<file path="src/lsfp_pkg.sv">
package lsfp_pkg;

  // Default strip layout.
  localparam int NumPixelsDefault      = 116;
  localparam int RightRunnerLenDefault = 44;
  localparam int RightIndLenDefault    = 14;
  localparam int LeftIndLenDefault     = 14;

  // Field widths fixed by the interface.
  localparam int PairW   = 6;
  localparam int PixW    = PairW + 1;
  localparam int ChanW   = 8;
  localparam int PeriodW = 16;

  localparam logic [PeriodW-1:0] BlinkPeriodReset = 16'd500;
  localparam logic [7:0]         PatternLimit     = 8'd3;
  localparam logic [ChanW-1:0]   ChanFull         = 8'hff;
  localparam logic [ChanW-1:0]   WheelThird       = 8'd85;
  localparam logic [ChanW-1:0]   WheelTwoThirds   = 8'd170;

  // Depth of the frame queue between front and back.
  localparam int QueueDepth = 2;

  typedef enum logic [1:0] {
    PAT_OFF     = 2'd0,
    PAT_RAINBOW = 2'd1,
    PAT_BREATH  = 2'd2
  } pattern_e;

  typedef enum logic [1:0] {
    IND_OFF    = 2'd0,
    IND_LEFT   = 2'd1,
    IND_RIGHT  = 2'd2,
    IND_HAZARD = 2'd3
  } ind_mode_e;

  typedef struct packed {
    logic [ChanW-1:0] red;
    logic [ChanW-1:0] green;
    logic [ChanW-1:0] blue;
  } rgb_t;

  // Everything the back end needs to paint one frame.
  typedef struct packed {
    pattern_e         pattern;
    logic [ChanW-1:0] hue;
    logic [ChanW-1:0] level;
    logic             lit;
    ind_mode_e        mode;
  } frame_desc_t;

  // Three-segment colour wheel.
  function automatic rgb_t colour_wheel(logic [ChanW-1:0] h);
    rgb_t             c;
    logic [ChanW-1:0] hh;
    logic [9:0]       prod;
    logic [ChanW-1:0] ramp;
    if (h < WheelThird) begin
      hh = h;
    end else if (h < WheelTwoThirds) begin
      hh = h - WheelThird;
    end else begin
      hh = h - WheelTwoThirds;
    end
    prod = {2'b00, hh} * 10'd3;
    ramp = prod[ChanW-1:0];
    if (h < WheelThird) begin
      c.red   = ramp;
      c.green = ChanFull - ramp;
      c.blue  = '0;
    end else if (h < WheelTwoThirds) begin
      c.red   = ChanFull - ramp;
      c.green = '0;
      c.blue  = ramp;
    end else begin
      c.red   = '0;
      c.green = ramp;
      c.blue  = ChanFull - ramp;
    end
    return c;
  endfunction

endpackage

</file>
<file path="src/lsfp_queue.sv">
module lsfp_queue (
  input  logic                   clk_i,
  input  logic                   rst_ni,
  input  logic                   push_i,
  input  lsfp_pkg::frame_desc_t  push_desc_i,
  output logic                   full_o,
  input  logic                   pop_i,
  output logic                   head_valid_o,
  output lsfp_pkg::frame_desc_t  head_desc_o
);

  localparam int PtrW = (lsfp_pkg::QueueDepth > 1) ? $clog2(lsfp_pkg::QueueDepth) : 1;
  localparam int CntW = $clog2(lsfp_pkg::QueueDepth + 1);

  lsfp_pkg::frame_desc_t slot_q [lsfp_pkg::QueueDepth];
  logic [PtrW-1:0] wr_ptr_q, wr_ptr_d;
  logic [PtrW-1:0] rd_ptr_q, rd_ptr_d;
  logic [CntW-1:0] count_q, count_d;

  assign full_o       = (count_q == CntW'(lsfp_pkg::QueueDepth));
  assign head_valid_o = (count_q != '0);
  assign head_desc_o  = slot_q[rd_ptr_q];

  function automatic logic [PtrW-1:0] ptr_next(logic [PtrW-1:0] p);
    logic [PtrW-1:0] r;
    if (p == PtrW'(lsfp_pkg::QueueDepth - 1)) begin
      r = '0;
    end else begin
      r = p + 1'b1;
    end
    return r;
  endfunction

  always_comb begin
    wr_ptr_d = push_i ? ptr_next(wr_ptr_q) : wr_ptr_q;
    rd_ptr_d = pop_i ? ptr_next(rd_ptr_q) : rd_ptr_q;
    count_d  = count_q;
    if (push_i && !pop_i) begin
      count_d = count_q + 1'b1;
    end else if (pop_i && !push_i) begin
      count_d = count_q - 1'b1;
    end
  end

  always_ff @(posedge clk_i or negedge rst_ni) begin
    if (!rst_ni) begin
      wr_ptr_q <= '0;
      rd_ptr_q <= '0;
      count_q  <= '0;
    end else begin
      wr_ptr_q <= wr_ptr_d;
      rd_ptr_q <= rd_ptr_d;
      count_q  <= count_d;
    end
  end

  always_ff @(posedge clk_i) begin
    if (push_i) begin
      slot_q[wr_ptr_q] <= push_desc_i;
    end
  end

endmodule

</file>
<file path="src/lsfp_front.sv">
module lsfp_front (
  input  logic                                  clk_i,
  input  logic                                  rst_ni,
  input  logic                                  blink_period_ms_we_i,
  input  logic [lsfp_pkg::PeriodW-1:0]          blink_period_ms_i,
  input  logic                                  in_valid_i,
  output logic                                  in_ready_o,
  input  logic [7:0]                            pattern_request_i,
  input  logic [1:0]                            indicator_mode_i,
  input  logic [15:0]                           elapsed_ms_i,
  input  logic                                  queue_full_i,
  output logic                                  push_o,
  output lsfp_pkg::frame_desc_t                 push_desc_o
);

  logic [lsfp_pkg::PeriodW-1:0] period_q;
  lsfp_pkg::pattern_e           pattern_q, pattern_d;
  logic [7:0]                   hue_q, hue_d;
  logic [7:0]                   level_q, level_d;
  logic                         rising_q, rising_d;
  logic                         lit_q, lit_d;
  logic [15:0]                  accum_q, accum_d;
  logic [16:0]                  accum_sum;
  logic [15:0]                  accum_sat;
  logic                         accept;

  assign in_ready_o = !queue_full_i;
  assign accept     = in_valid_i && in_ready_o;
  assign push_o     = accept;

  always_comb begin
    pattern_d = pattern_q;
    if (pattern_request_i < lsfp_pkg::PatternLimit) begin
      pattern_d = lsfp_pkg::pattern_e'(pattern_request_i[1:0]);
    end

    hue_d    = hue_q;
    level_d  = level_q;
    rising_d = rising_q;
    case (pattern_d)
      lsfp_pkg::PAT_RAINBOW: begin
        hue_d = hue_q + 8'd1;
      end
      lsfp_pkg::PAT_BREATH: begin
        if (rising_q) begin
          level_d = level_q + 8'd1;
          if (level_d == lsfp_pkg::ChanFull) begin
            rising_d = 1'b0;
          end
        end else begin
          level_d = level_q - 8'd1;
          if (level_d == '0) begin
            rising_d = 1'b1;
          end
        end
      end
      default: begin
      end
    endcase

    // The blink accumulator saturates rather than wrapping.
    accum_sum = {1'b0, accum_q} + {1'b0, elapsed_ms_i};
    accum_sat = accum_sum[16] ? 16'hffff : accum_sum[15:0];
    if (accum_sat >= period_q) begin
      lit_d   = !lit_q;
      accum_d = '0;
    end else begin
      lit_d   = lit_q;
      accum_d = accum_sat;
    end

    // The rainbow paints with the hue from before its advance.
    push_desc_o.pattern = pattern_d;
    push_desc_o.hue     = hue_q;
    push_desc_o.level   = level_d;
    push_desc_o.lit     = lit_d;
    push_desc_o.mode    = lsfp_pkg::ind_mode_e'(indicator_mode_i);
  end

  always_ff @(posedge clk_i or negedge rst_ni) begin
    if (!rst_ni) begin
      period_q  <= lsfp_pkg::BlinkPeriodReset;
      pattern_q <= lsfp_pkg::PAT_OFF;
      hue_q     <= '0;
      level_q   <= '0;
      rising_q  <= 1'b1;
      lit_q     <= 1'b1;
      accum_q   <= '0;
    end else begin
      if (blink_period_ms_we_i) begin
        period_q <= blink_period_ms_i;
      end
      if (accept) begin
        pattern_q <= pattern_d;
        hue_q     <= hue_d;
        level_q   <= level_d;
        rising_q  <= rising_d;
        lit_q     <= lit_d;
        accum_q   <= accum_d;
      end
    end
  end

endmodule

</file>
<file path="src/lsfp_back.sv">
module lsfp_back #(
  parameter int NUM_PIXELS       = lsfp_pkg::NumPixelsDefault,
  parameter int RIGHT_RUNNER_LEN = lsfp_pkg::RightRunnerLenDefault,
  parameter int RIGHT_IND_LEN    = lsfp_pkg::RightIndLenDefault,
  parameter int LEFT_IND_LEN     = lsfp_pkg::LeftIndLenDefault
) (
  input  logic                          clk_i,
  input  logic                          rst_ni,
  input  logic                          head_valid_i,
  input  lsfp_pkg::frame_desc_t         head_desc_i,
  output logic                          pop_o,
  output logic                          out_valid_o,
  input  logic                          out_ready_i,
  output logic [lsfp_pkg::PairW-1:0]    pair_index_o,
  output logic [7:0]                    red_even_o,
  output logic [7:0]                    green_even_o,
  output logic [7:0]                    blue_even_o,
  output logic [7:0]                    red_odd_o,
  output logic [7:0]                    green_odd_o,
  output logic [7:0]                    blue_odd_o,
  output logic                          last_pair_o
);

  localparam int Pairs   = (NUM_PIXELS + 1) / 2;
  localparam int StepQ   = 256 / NUM_PIXELS;
  localparam int StepR   = 256 % NUM_PIXELS;
  localparam int Step2Q  = 512 / NUM_PIXELS;
  localparam int Step2R  = 512 % NUM_PIXELS;
  localparam int RemW    = $clog2(NUM_PIXELS + 1);
  localparam int SegW    = 9;
  localparam int RightLo = RIGHT_RUNNER_LEN;
  localparam int RightHi = RightLo + RIGHT_IND_LEN;
  localparam int LeftHi  = RightHi + LEFT_IND_LEN;

  logic [lsfp_pkg::PairW-1:0] pair_q, pair_d;
  logic [7:0]                 acc_q, acc_d;
  logic [RemW-1:0]            rem_q, rem_d;
  logic                       out_valid_q;
  logic [lsfp_pkg::PairW-1:0] pair_index_q;
  lsfp_pkg::rgb_t             even_q, odd_q;
  logic                       last_q;

  logic                       advance;
  logic                       fire;
  logic                       last_pair;
  logic [RemW:0]              rem_odd_sum;
  logic [7:0]                 acc_odd;
  logic [RemW:0]              rem_next_sum;
  logic [lsfp_pkg::PixW-1:0]  even_idx, odd_idx;
  lsfp_pkg::rgb_t             even_c, odd_c;

  function automatic lsfp_pkg::rgb_t pixel_colour(lsfp_pkg::frame_desc_t d,
                                                   logic [7:0] q,
                                                   logic [lsfp_pkg::PixW-1:0] idx);
    lsfp_pkg::rgb_t  c;
    logic [SegW-1:0] p;
    logic            left_on, right_on, in_left, in_right;
    case (d.pattern)
      lsfp_pkg::PAT_RAINBOW: c = lsfp_pkg::colour_wheel(d.hue + q);
      lsfp_pkg::PAT_BREATH:  c = '{red: '0, green: d.level, blue: '0};
      default:               c = '0;
    endcase
    p        = SegW'(idx);
    left_on  = (d.mode == lsfp_pkg::IND_LEFT) || (d.mode == lsfp_pkg::IND_HAZARD);
    right_on = (d.mode == lsfp_pkg::IND_RIGHT) || (d.mode == lsfp_pkg::IND_HAZARD);
    in_right = (p >= SegW'(RightLo)) && (p < SegW'(RightHi));
    in_left  = (p >= SegW'(RightHi)) && (p < SegW'(LeftHi));
    if ((left_on && in_left) || (right_on && in_right)) begin
      c = '{red: '0, green: (d.lit ? lsfp_pkg::ChanFull : '0), blue: '0};
    end
    return c;
  endfunction

  assign advance   = !out_valid_q || out_ready_i;
  assign fire      = advance && head_valid_i;
  assign last_pair = (pair_q == lsfp_pkg::PairW'(Pairs - 1));
  assign pop_o     = fire && last_pair;

  assign even_idx = {pair_q, 1'b0};
  assign odd_idx  = {pair_q, 1'b1};

  always_comb begin
    // Hue offset of the odd pixel: one pixel step beyond the even one.
    rem_odd_sum = {1'b0, rem_q} + (RemW + 1)'(StepR);
    acc_odd     = acc_q + 8'(StepQ);
    if (rem_odd_sum >= (RemW + 1)'(NUM_PIXELS)) begin
      acc_odd = acc_odd + 8'd1;
    end

    even_c = pixel_colour(head_desc_i, acc_q, even_idx);
    odd_c  = '0;
    if ({1'b0, odd_idx} < (lsfp_pkg::PixW + 1)'(NUM_PIXELS)) begin
      odd_c = pixel_colour(head_desc_i, acc_odd, odd_idx);
    end

    // Advance the even pixel by two pixel steps.
    rem_next_sum = {1'b0, rem_q} + (RemW + 1)'(Step2R);
    pair_d = pair_q;
    acc_d  = acc_q;
    rem_d  = rem_q;
    if (fire) begin
      if (last_pair) begin
        pair_d = '0;
        acc_d  = '0;
        rem_d  = '0;
      end else begin
        pair_d = pair_q + 1'b1;
        if (rem_next_sum >= (RemW + 1)'(NUM_PIXELS)) begin
          rem_d = RemW'(rem_next_sum - (RemW + 1)'(NUM_PIXELS));
          acc_d = acc_q + 8'(Step2Q) + 8'd1;
        end else begin
          rem_d = rem_next_sum[RemW-1:0];
          acc_d = acc_q + 8'(Step2Q);
        end
      end
    end
  end

  always_ff @(posedge clk_i or negedge rst_ni) begin
    if (!rst_ni) begin
      pair_q      <= '0;
      acc_q       <= '0;
      rem_q       <= '0;
      out_valid_q <= 1'b0;
    end else begin
      pair_q <= pair_d;
      acc_q  <= acc_d;
      rem_q  <= rem_d;
      if (advance) begin
        out_valid_q <= head_valid_i;
      end
    end
  end

  always_ff @(posedge clk_i) begin
    if (fire) begin
      pair_index_q <= pair_q;
      even_q       <= even_c;
      odd_q        <= odd_c;
      last_q       <= last_pair;
    end
  end

  assign out_valid_o  = out_valid_q;
  assign pair_index_o = pair_index_q;
  assign red_even_o   = even_q.red;
  assign green_even_o = even_q.green;
  assign blue_even_o  = even_q.blue;
  assign red_odd_o    = odd_q.red;
  assign green_odd_o  = odd_q.green;
  assign blue_odd_o   = odd_q.blue;
  assign last_pair_o  = last_q;

endmodule

</file>
<file path="src/led_strip_frame_pattern.sv">
// LED strip frame pattern generator.
// Each request on the input channel (in_valid_i / in_ready_o) is one frame
// tick: it selects the pattern, the indicator mode and the milliseconds since
// the previous tick. The block answers with the whole strip as pixel pairs on
// the output channel (out_valid_o / out_ready_i), one pair per request there,
// with last_pair_o marking the final pair of the frame.
// The first pair of a frame passes through the queue and then the painter's
// output register before it is shown. The pairs then follow at one per
// cycle while the receiver takes them; a frame is (NUM_PIXELS+1)/2 pairs,
// 58 with the default strip, all issued by the single pair painter.
// The front end updates the animation and blink state as soon as a tick is
// taken and places a frame description in a two-entry queue, so new ticks are
// accepted while an earlier frame is still being painted or waits on the
// receiver. When the receiver stalls, the current pair is held and the queue
// fills; in_ready_o drops only once the queue is full.
// After reset the pattern is off, the flash is lit and the blink period is
// 500 ms; blink_period_ms_we_i writes a new period on any clock edge.
module led_strip_frame_pattern #(
  parameter int NUM_PIXELS       = lsfp_pkg::NumPixelsDefault,
  parameter int RIGHT_RUNNER_LEN = lsfp_pkg::RightRunnerLenDefault,
  parameter int RIGHT_IND_LEN    = lsfp_pkg::RightIndLenDefault,
  parameter int LEFT_IND_LEN     = lsfp_pkg::LeftIndLenDefault
) (
  input  logic        clk_i,
  input  logic        rst_ni,
  input  logic        blink_period_ms_we_i,
  input  logic [15:0] blink_period_ms_i,
  input  logic        in_valid_i,
  output logic        in_ready_o,
  input  logic [7:0]  pattern_request_i,
  input  logic [1:0]  indicator_mode_i,
  input  logic [15:0] elapsed_ms_i,
  output logic        out_valid_o,
  input  logic        out_ready_i,
  output logic [5:0]  pair_index_o,
  output logic [7:0]  red_even_o,
  output logic [7:0]  green_even_o,
  output logic [7:0]  blue_even_o,
  output logic [7:0]  red_odd_o,
  output logic [7:0]  green_odd_o,
  output logic [7:0]  blue_odd_o,
  output logic        last_pair_o
);

  // Frame descriptions travel from the front end to the painter via the queue.
  logic                  push;
  logic                  queue_full;
  logic                  pop;
  logic                  head_valid;
  lsfp_pkg::frame_desc_t push_desc;
  lsfp_pkg::frame_desc_t head_desc;

  lsfp_front u_front (
    .clk_i                (clk_i),
    .rst_ni               (rst_ni),
    .blink_period_ms_we_i (blink_period_ms_we_i),
    .blink_period_ms_i    (blink_period_ms_i),
    .in_valid_i           (in_valid_i),
    .in_ready_o           (in_ready_o),
    .pattern_request_i    (pattern_request_i),
    .indicator_mode_i     (indicator_mode_i),
    .elapsed_ms_i         (elapsed_ms_i),
    .queue_full_i         (queue_full),
    .push_o               (push),
    .push_desc_o          (push_desc)
  );

  lsfp_queue u_queue (
    .clk_i        (clk_i),
    .rst_ni       (rst_ni),
    .push_i       (push),
    .push_desc_i  (push_desc),
    .full_o       (queue_full),
    .pop_i        (pop),
    .head_valid_o (head_valid),
    .head_desc_o  (head_desc)
  );

  // The painter walks the strip one pair per cycle while the receiver takes them
  // and releases the queue entry when it has issued the final pair of the frame.
  lsfp_back #(
    .NUM_PIXELS       (NUM_PIXELS),
    .RIGHT_RUNNER_LEN (RIGHT_RUNNER_LEN),
    .RIGHT_IND_LEN    (RIGHT_IND_LEN),
    .LEFT_IND_LEN     (LEFT_IND_LEN)
  ) u_back (
    .clk_i        (clk_i),
    .rst_ni       (rst_ni),
    .head_valid_i (head_valid),
    .head_desc_i  (head_desc),
    .pop_o        (pop),
    .out_valid_o  (out_valid_o),
    .out_ready_i  (out_ready_i),
    .pair_index_o (pair_index_o),
    .red_even_o   (red_even_o),
    .green_even_o (green_even_o),
    .blue_even_o  (blue_even_o),
    .red_odd_o    (red_odd_o),
    .green_odd_o  (green_odd_o),
    .blue_odd_o   (blue_odd_o),
    .last_pair_o  (last_pair_o)
  );

endmodule
</file>
<file path="config.mk">
export PLATFORM = sky130hd
export DESIGN_NAME = led_strip_frame_pattern
export DESIGN_NICKNAME = d
export VERILOG_FILES = /design/src/lsfp_pkg.sv /design/src/lsfp_queue.sv /design/src/lsfp_front.sv /design/src/lsfp_back.sv /design/src/led_strip_frame_pattern.sv
export SDC_FILE = /design/constraint.sdc
export NUM_CORES = 1
export LEC_CHECK = 0
export ABC_AREA = 1
export BUFFER_PORTS_ARGS = -buffer_cell sky130_fd_sc_hd__buf_2
export CORE_ASPECT_RATIO = 1.25
export CORE_MARGIN = 8
export CORE_UTILIZATION = 40
export DETAILED_ROUTE_END_ITERATION = 6
export MAX_ROUTING_LAYER = met4
export RECOVER_POWER = 100
export SLEW_MARGIN = 0
export SYNTH_ARGS = -nofsm -noshare
export SYNTH_HDL_FRONTEND = slang
export SYNTH_SLANG_ARGS = --single-unit
</file>
<file path="constraint.sdc">
create_clock -name clk_i -period 18.1 [get_ports clk_i]
set_input_delay 1.81 -clock clk_i [delete_from_list [all_inputs] [get_ports clk_i]]
set_output_delay 1.81 -clock clk_i [all_outputs]
set_load 0.1 [all_outputs]
</file>
# Word level (Yosys, flattened, before mapping)
# Memories as Yosys holds them, arrays and structs flattened.
# Cells that the tools add are included.
# op_classes
add_sub_neg,24
muxes,37
n_mul,2
bitwise_logic,1
magnitude_cmp,17
n_eq_ne,10
reduce_logical,29
# op_table
cell,count
2-to-1 mux 8 bit,13
2-to-1 mux 24 bit,4
case mux 24 bit (2 select lines),2
2-to-1 mux 16 bit,4
adder 8 x 1 -> 8 bit (second input constant),4
>= comparator 7 x 6 -> 1 bit (second input constant),4
less-than comparator 7 bit (second input constant),3
adder 16 x 16 -> 17 bit,1
adder 8 bit,2
>= comparator 16 bit,1
>= comparator 8 x 7 -> 1 bit (second input constant),2
less-than comparator 8 x 7 -> 1 bit (second input constant),2
less-than comparator 8 bit (second input constant),2
multiplier 8 x 2 -> 8 bit (second input constant),2
subtractor 8 x 7 -> 8 bit (second input constant),2
subtractor 8 bit (first input constant),2
subtractor 8 bit (second input constant),2
less-than comparator 7 x 6 -> 1 bit (second input constant),2
2-to-1 mux 7 bit,2
logical AND 1 bit,13
== test 2 bit (second input constant),5
adder 7 x 5 -> 8 bit (second input constant),1
adder 7 x 6 -> 8 bit (second input constant),1
adder 8 x 2 -> 8 bit (second input constant),1
other kinds (21),43
# totals
inputBits,47
memories,1
reg_bits,133
ramBits,42
# mem_list
memory,depth,word_bits,read_ports,rd_ports_with_merged_regs,write_ports,line_no,rtl
u_queue.slot_q,2,21,1,0,1,lsfp_queue.sv:15,lsfp_pkg::frame_desc_t slot_q [lsfp_pkg::QueueDepth];

# Depth between registers and ports, before layout
# logic_depth
ltp_word,15
depth_mapped,42
depth_no_buf,42

# Cells and area by module
# A second synthesis with hierarchy kept.
# hier_totals
cells_unflattened,1533
hier_area_um2,12403.1
# by_module_without_submodules
mod,instances,cells_each,area_per_inst_um2
lsfp_back,1,827,6462.4
lsfp_front,1,616,4214.0
lsfp_queue,1,90,1726.7

# Least setup slack after synthesis
# Ideal clock, no wire load.
# synth_timing
path_kind,input to register
start,input elapsed_ms_i[0]
end,register u_front.accum_q[11]
cell_stages,31
arrival_ns,6.066
setup_slack_ns,11.968
setup_ns,0.066
cell_sequence,ha_1 -> inv_1 -> fa_1 -> o31ai_1 -> inv_1 -> o21ai_1 -> a21oi_1 -> o21bai_1 -> nand3_1 -> nand2_1 -> nand2_1 -> nand2_1 -> a21oi_1 -> o21bai_1 -> a21oi_1 -> inv_2 -> nor2_1 -> ha_1 -> inv_1 -> a21boi_0 -> o21a_1 -> o21a_1 -> o211ai_1 -> a21boi_0 -> o21a_1 -> o21ai_0 -> a21oi_1 -> nor3_1 -> nand2_1 -> inv_1 -> a22o_1
# synth_between
elab_chain_cells,4
# synth_rtl
element,line_no,rtl
from (decl),led_strip_frame_pattern.sv:32,"input logic [15:0] elapsed_ms_i,"
adder 16 x 16 -> 17 bit *,lsfp_front.sv:62,"accum_sum = {1'b0, accum_q} + {1'b0, elapsed_ms_i};"
2-to-1 mux 16 bit *,lsfp_front.sv:63,accum_sat = accum_sum[16] ? 16'hffff : accum_sum[15:0];
>= comparator 16 bit,lsfp_front.sv:64,if (accum_sat >= period_q) begin
2-to-1 mux 16 bit *,lsfp_front.sv:64,
to (signal assigned),lsfp_front.sv:99,accum_q <= accum_d;
to (decl),lsfp_front.sv:22,"logic [15:0] accum_q, accum_d;"
# Mark *: on every way between the ends. The rest lies on a longest branch, timed or not.
# A chain may end at the register's enable or synchronous reset.

==> impl_metrics.py <==
metrics = {
    "run_status": {
        "status": "finished with violations",
        "violations": "max-capacitance violations, max-slew violations",
    },
    "drt": {
        "wl_per_cell_um": 14.09,
        "first_iter_violations": 348,
        "antenna_left": 0,
        "wl_um": 26540,
        "vias": 9278,
        "drc_errors": 0,
        "drt-pass1-iter-count": 5,
        "via_per_inst": 4.925,
    },
    "placed_design": {
        "io_buffers": 103,
        "globalplace.congestion": 0.9493,
        "dp_hpwl_um": 20620,
        "placed_cell_area_um2": 12630,
        "dp_cells": 1851,
    },
    "worst_setup_path": {
        "max_stage_delay_ns": 1.05,
        "crit_type": "reg -> reg",
        "path_max_fanout": 23,
        "cp.required_ns": 18.28,
        "cp.arrival_ns": 7.97,
        "slowest_stage": "o21ai_0",
        "endpoint_kind": "register",
        "cp-start-kind": "register",
        "rrSetupSlack_ns": 10.31,
        "cpLargestDelayFamily": "compound AO/OA/AOI/OAI gates",
        "crit_path_frequent_cell": "nand2_1",
        "cp.buffers_inverters": 6,
    },
    "clock_network": {
        "cts_tree": "built",
        "cts_resized": 0,
        "clock-sinks": 173,
        "clkLatencyLatePin_ns": 0.44,
        "h-tree-depth": 4,
        "root_buffer": "clkbuf_16",
        "cts_buffers": 17,
        "cts_max_path_buffers": 2,
        "clkSlewWorstSetupHoldPaths_ns": 0.07,
        "postCtsHoldBufs": 0,
        "post_cts_buffers": 0,
    },
    "run": {
        "maxCapViolations": 3,
    },
    "synth": {
        "synth.avg_cell_area_um2": 8.527,
        "yosysWarnings": 0,
        "ys_seq_elements": 173,
        "synth.most_common_cell": "nand2_1",
        "synth_nets": 1531,
        "ys_seq_area_share_pct": 41.39,
        "synth_common_cells": "nand2_1 (292), inv_1 (175), ha_1 (113), o21ai_0 (105), edfxtp_1 (97)",
        "synth_flop_cell": "edfxtp_1",
        "synth_edf_count": 97,
        "synth_area_um2": 11660,
        "synth_area_leaders": "edfxtp_1 (25%), dfrtp_1 (15%), ha_1 (12%), nand2_1 (9.4%), inv_1 (5.6%)",
        "synth_top_area_share_pct": 24.99,
        "synth_area_leader_cell": "edfxtp_1",
        "synth-async-reset-ratio_pct": 43.93,
        "netlist_instances": 1367,
        "yosys.cell_types.count": 62,
    },
    "layout": {
        "drive_above_1_share_pct": 8.877,
        "area_growth_pct": 11.82,
        "fin_area_um2": 13030,
        "layoutNonFillerInstCount": 1884,
        "fillers": 2838,
        "multi_input_area_um2": 5922,
        "seq_area_um2": 4825,
        "nets": 1638,
    },
    "timing": {
        "layout_min_cycle_time_ns": 7.792,
        "setup_violations": 0,
        "fmax_ghz": 0.1283,
        "fin_setup_tns_ns": 0,
        "slew_headroom_pct": -175.9,
        "finalMaxSlewViolations": 162,
        "worstMarginPinSlew_ns": 4.139,
        "clock_skew_ns": 0.01509,
        "hold_viol": 0,
        "rsz0062_at_grt": "no",
        "finalCritPeriodShare_pct": 43.05,
    },
    "floorplan": {
        "die_x_um": 168.7,
        "coreArea_um2": 28990,
        "start_util_pct": 40.21,
        "die_h_um": 206.9,
        "die_area_um2": 34890,
        "io_pins": 104,
        "row_count": 70,
    },
    "worst_hold_path": {
        "hold_class": "reg -> reg",
    },
    "global_route": {
        "grt_pass1_vias": 9121,
        "grt_pass1_wl_um": 43760,
        "grt_max_degree": 77,
        "grt-ovfl-total": 0,
        "antenna_found_initial": 1,
        "grt_util_all_layers_pct": 16.01,
    },
}
## kinds of logic after synthesis
group,Yosys count,synth area share (%)
simple gates,531,20.59
compound gates,258,12.53
buf+inv,219,7.106
flops,173,41.39
fa+ha+maj,117,12.82
xor+xnor,67,5.389
mux,2,0.1825
## per-layer routing
layer | share of wire [%] | track usage [%] | vias to the layer above
met2 | 49 | 27.94 | 208
met1 | 44 | 18.03 | 4225
met5 | 0 | - | -
met3 | 3.9 | 2.892 | 56
met4 | 2.8 | 6.260 | 0
li1 | - | - | 4789
## final cells by class
class                      count  area share [%]
timing repair buffer         108           3.552
multi-input combinational    975           45.44
clock inverter                14           1.152
clock buffer                  18           3.293
inverter                     199           5.731
sequential                   173           37.02
antenna                        1         0.01920
tap                          396           3.801
## worst register-to-register path: cells and delay by family (launching register included)
family          cells  cell delay, ns
xor+xnor            3            0.80
flops               1            0.36
simple gates       10            1.32
compound gates     10            2.35
fa+ha+maj           3            0.80
buf+inv             6            1.91
## per-stage QoR
step | setup slack, ns | utilization (%) | hold slack (ns)
3_3_place_gp | 11.24 | 43.56 | 0.4668
6_report | 10.31 | 44.96 | 0.4814
5_1_grt | 9.304 | 44.96 | 0.5166
2_1_floorplan | 11.97 | - | 0.4445
3_5_place_dp | 11.10 | 43.56 | 0.4669
4_1_cts | 11.54 | 45.56 | 0.4868
## state kept, by name (all words and copies together) (netlist names), 2 cells and up
name	flops
u_front.hue_q	8
u_queue.count_q	2
u_front.period_q	16
u_back.green_odd_o	8
u_queue.slot_q	42
u_front.level_q	8
u_back.blue_even_o	8
u_back.acc_q	8
u_back.green_even_o	8
u_back.red_odd_o	8
u_back.red_even_o	8
u_back.rem_q	5
u_back.pair_index_o	6
u_front.accum_q	16
u_back.blue_odd_o	8
u_front.pattern_q	2
u_back.pair_q	6
## cell usage in the layout (no fill, tap or decap), types with 3 or more instances in the layout
master     instances
a211oi_1           7
a21oi_1           84
a22o_1             6
a31oi_1            7
buf_2             43
clkbuf_1          65
clkbuf_16         17
clkinv_1          10
dfrtp_1           68
dfstp_2            8
edfxtp_1          97
fa_1               4
ha_1             113
inv_1            179
inv_2             11
inv_6              5
inv_8              3
nand2_1          293
nand2_2           11
nand2_4            5
nand3_1           73
nand3_2            6
nand4_1           12
nor2_1            86
nor3_1            22
nor4_1             3
o21a_1             3
o21ai_0          110
o21bai_1           3
o22ai_1           16
or2_2              5
xnor2_1           15
xor2_1            50
## worst paths after layout
path,startpoint,end,cells after the start
max in group asynchronous,rst_ni,u_back.rem_q[6]$_DFFE_PN0P_,1
worst min-delay path,u_front.pattern_q[1]$_DFFE_PN0P_,u_front.pattern_q[1]$_DFFE_PN0P_,2
min in group asynchronous,rst_ni,u_front.period_q[12]$_DFFE_PN0P_,1
worst max-delay path,u_queue.rd_ptr_q$_DFFE_PN0P_,u_back.green_even_o[6]$_DFFE_PP_,32
worst max register to register,u_queue.rd_ptr_q$_DFFE_PN0P_,u_back.green_even_o[6]$_DFFE_PP_,32
worst min register to register,u_front.pattern_q[1]$_DFFE_PN0P_,u_front.pattern_q[1]$_DFFE_PN0P_,2
Power is not shown: default switching activity piles up to over one toggle a cycle in this logic, so the estimate is an artifact.
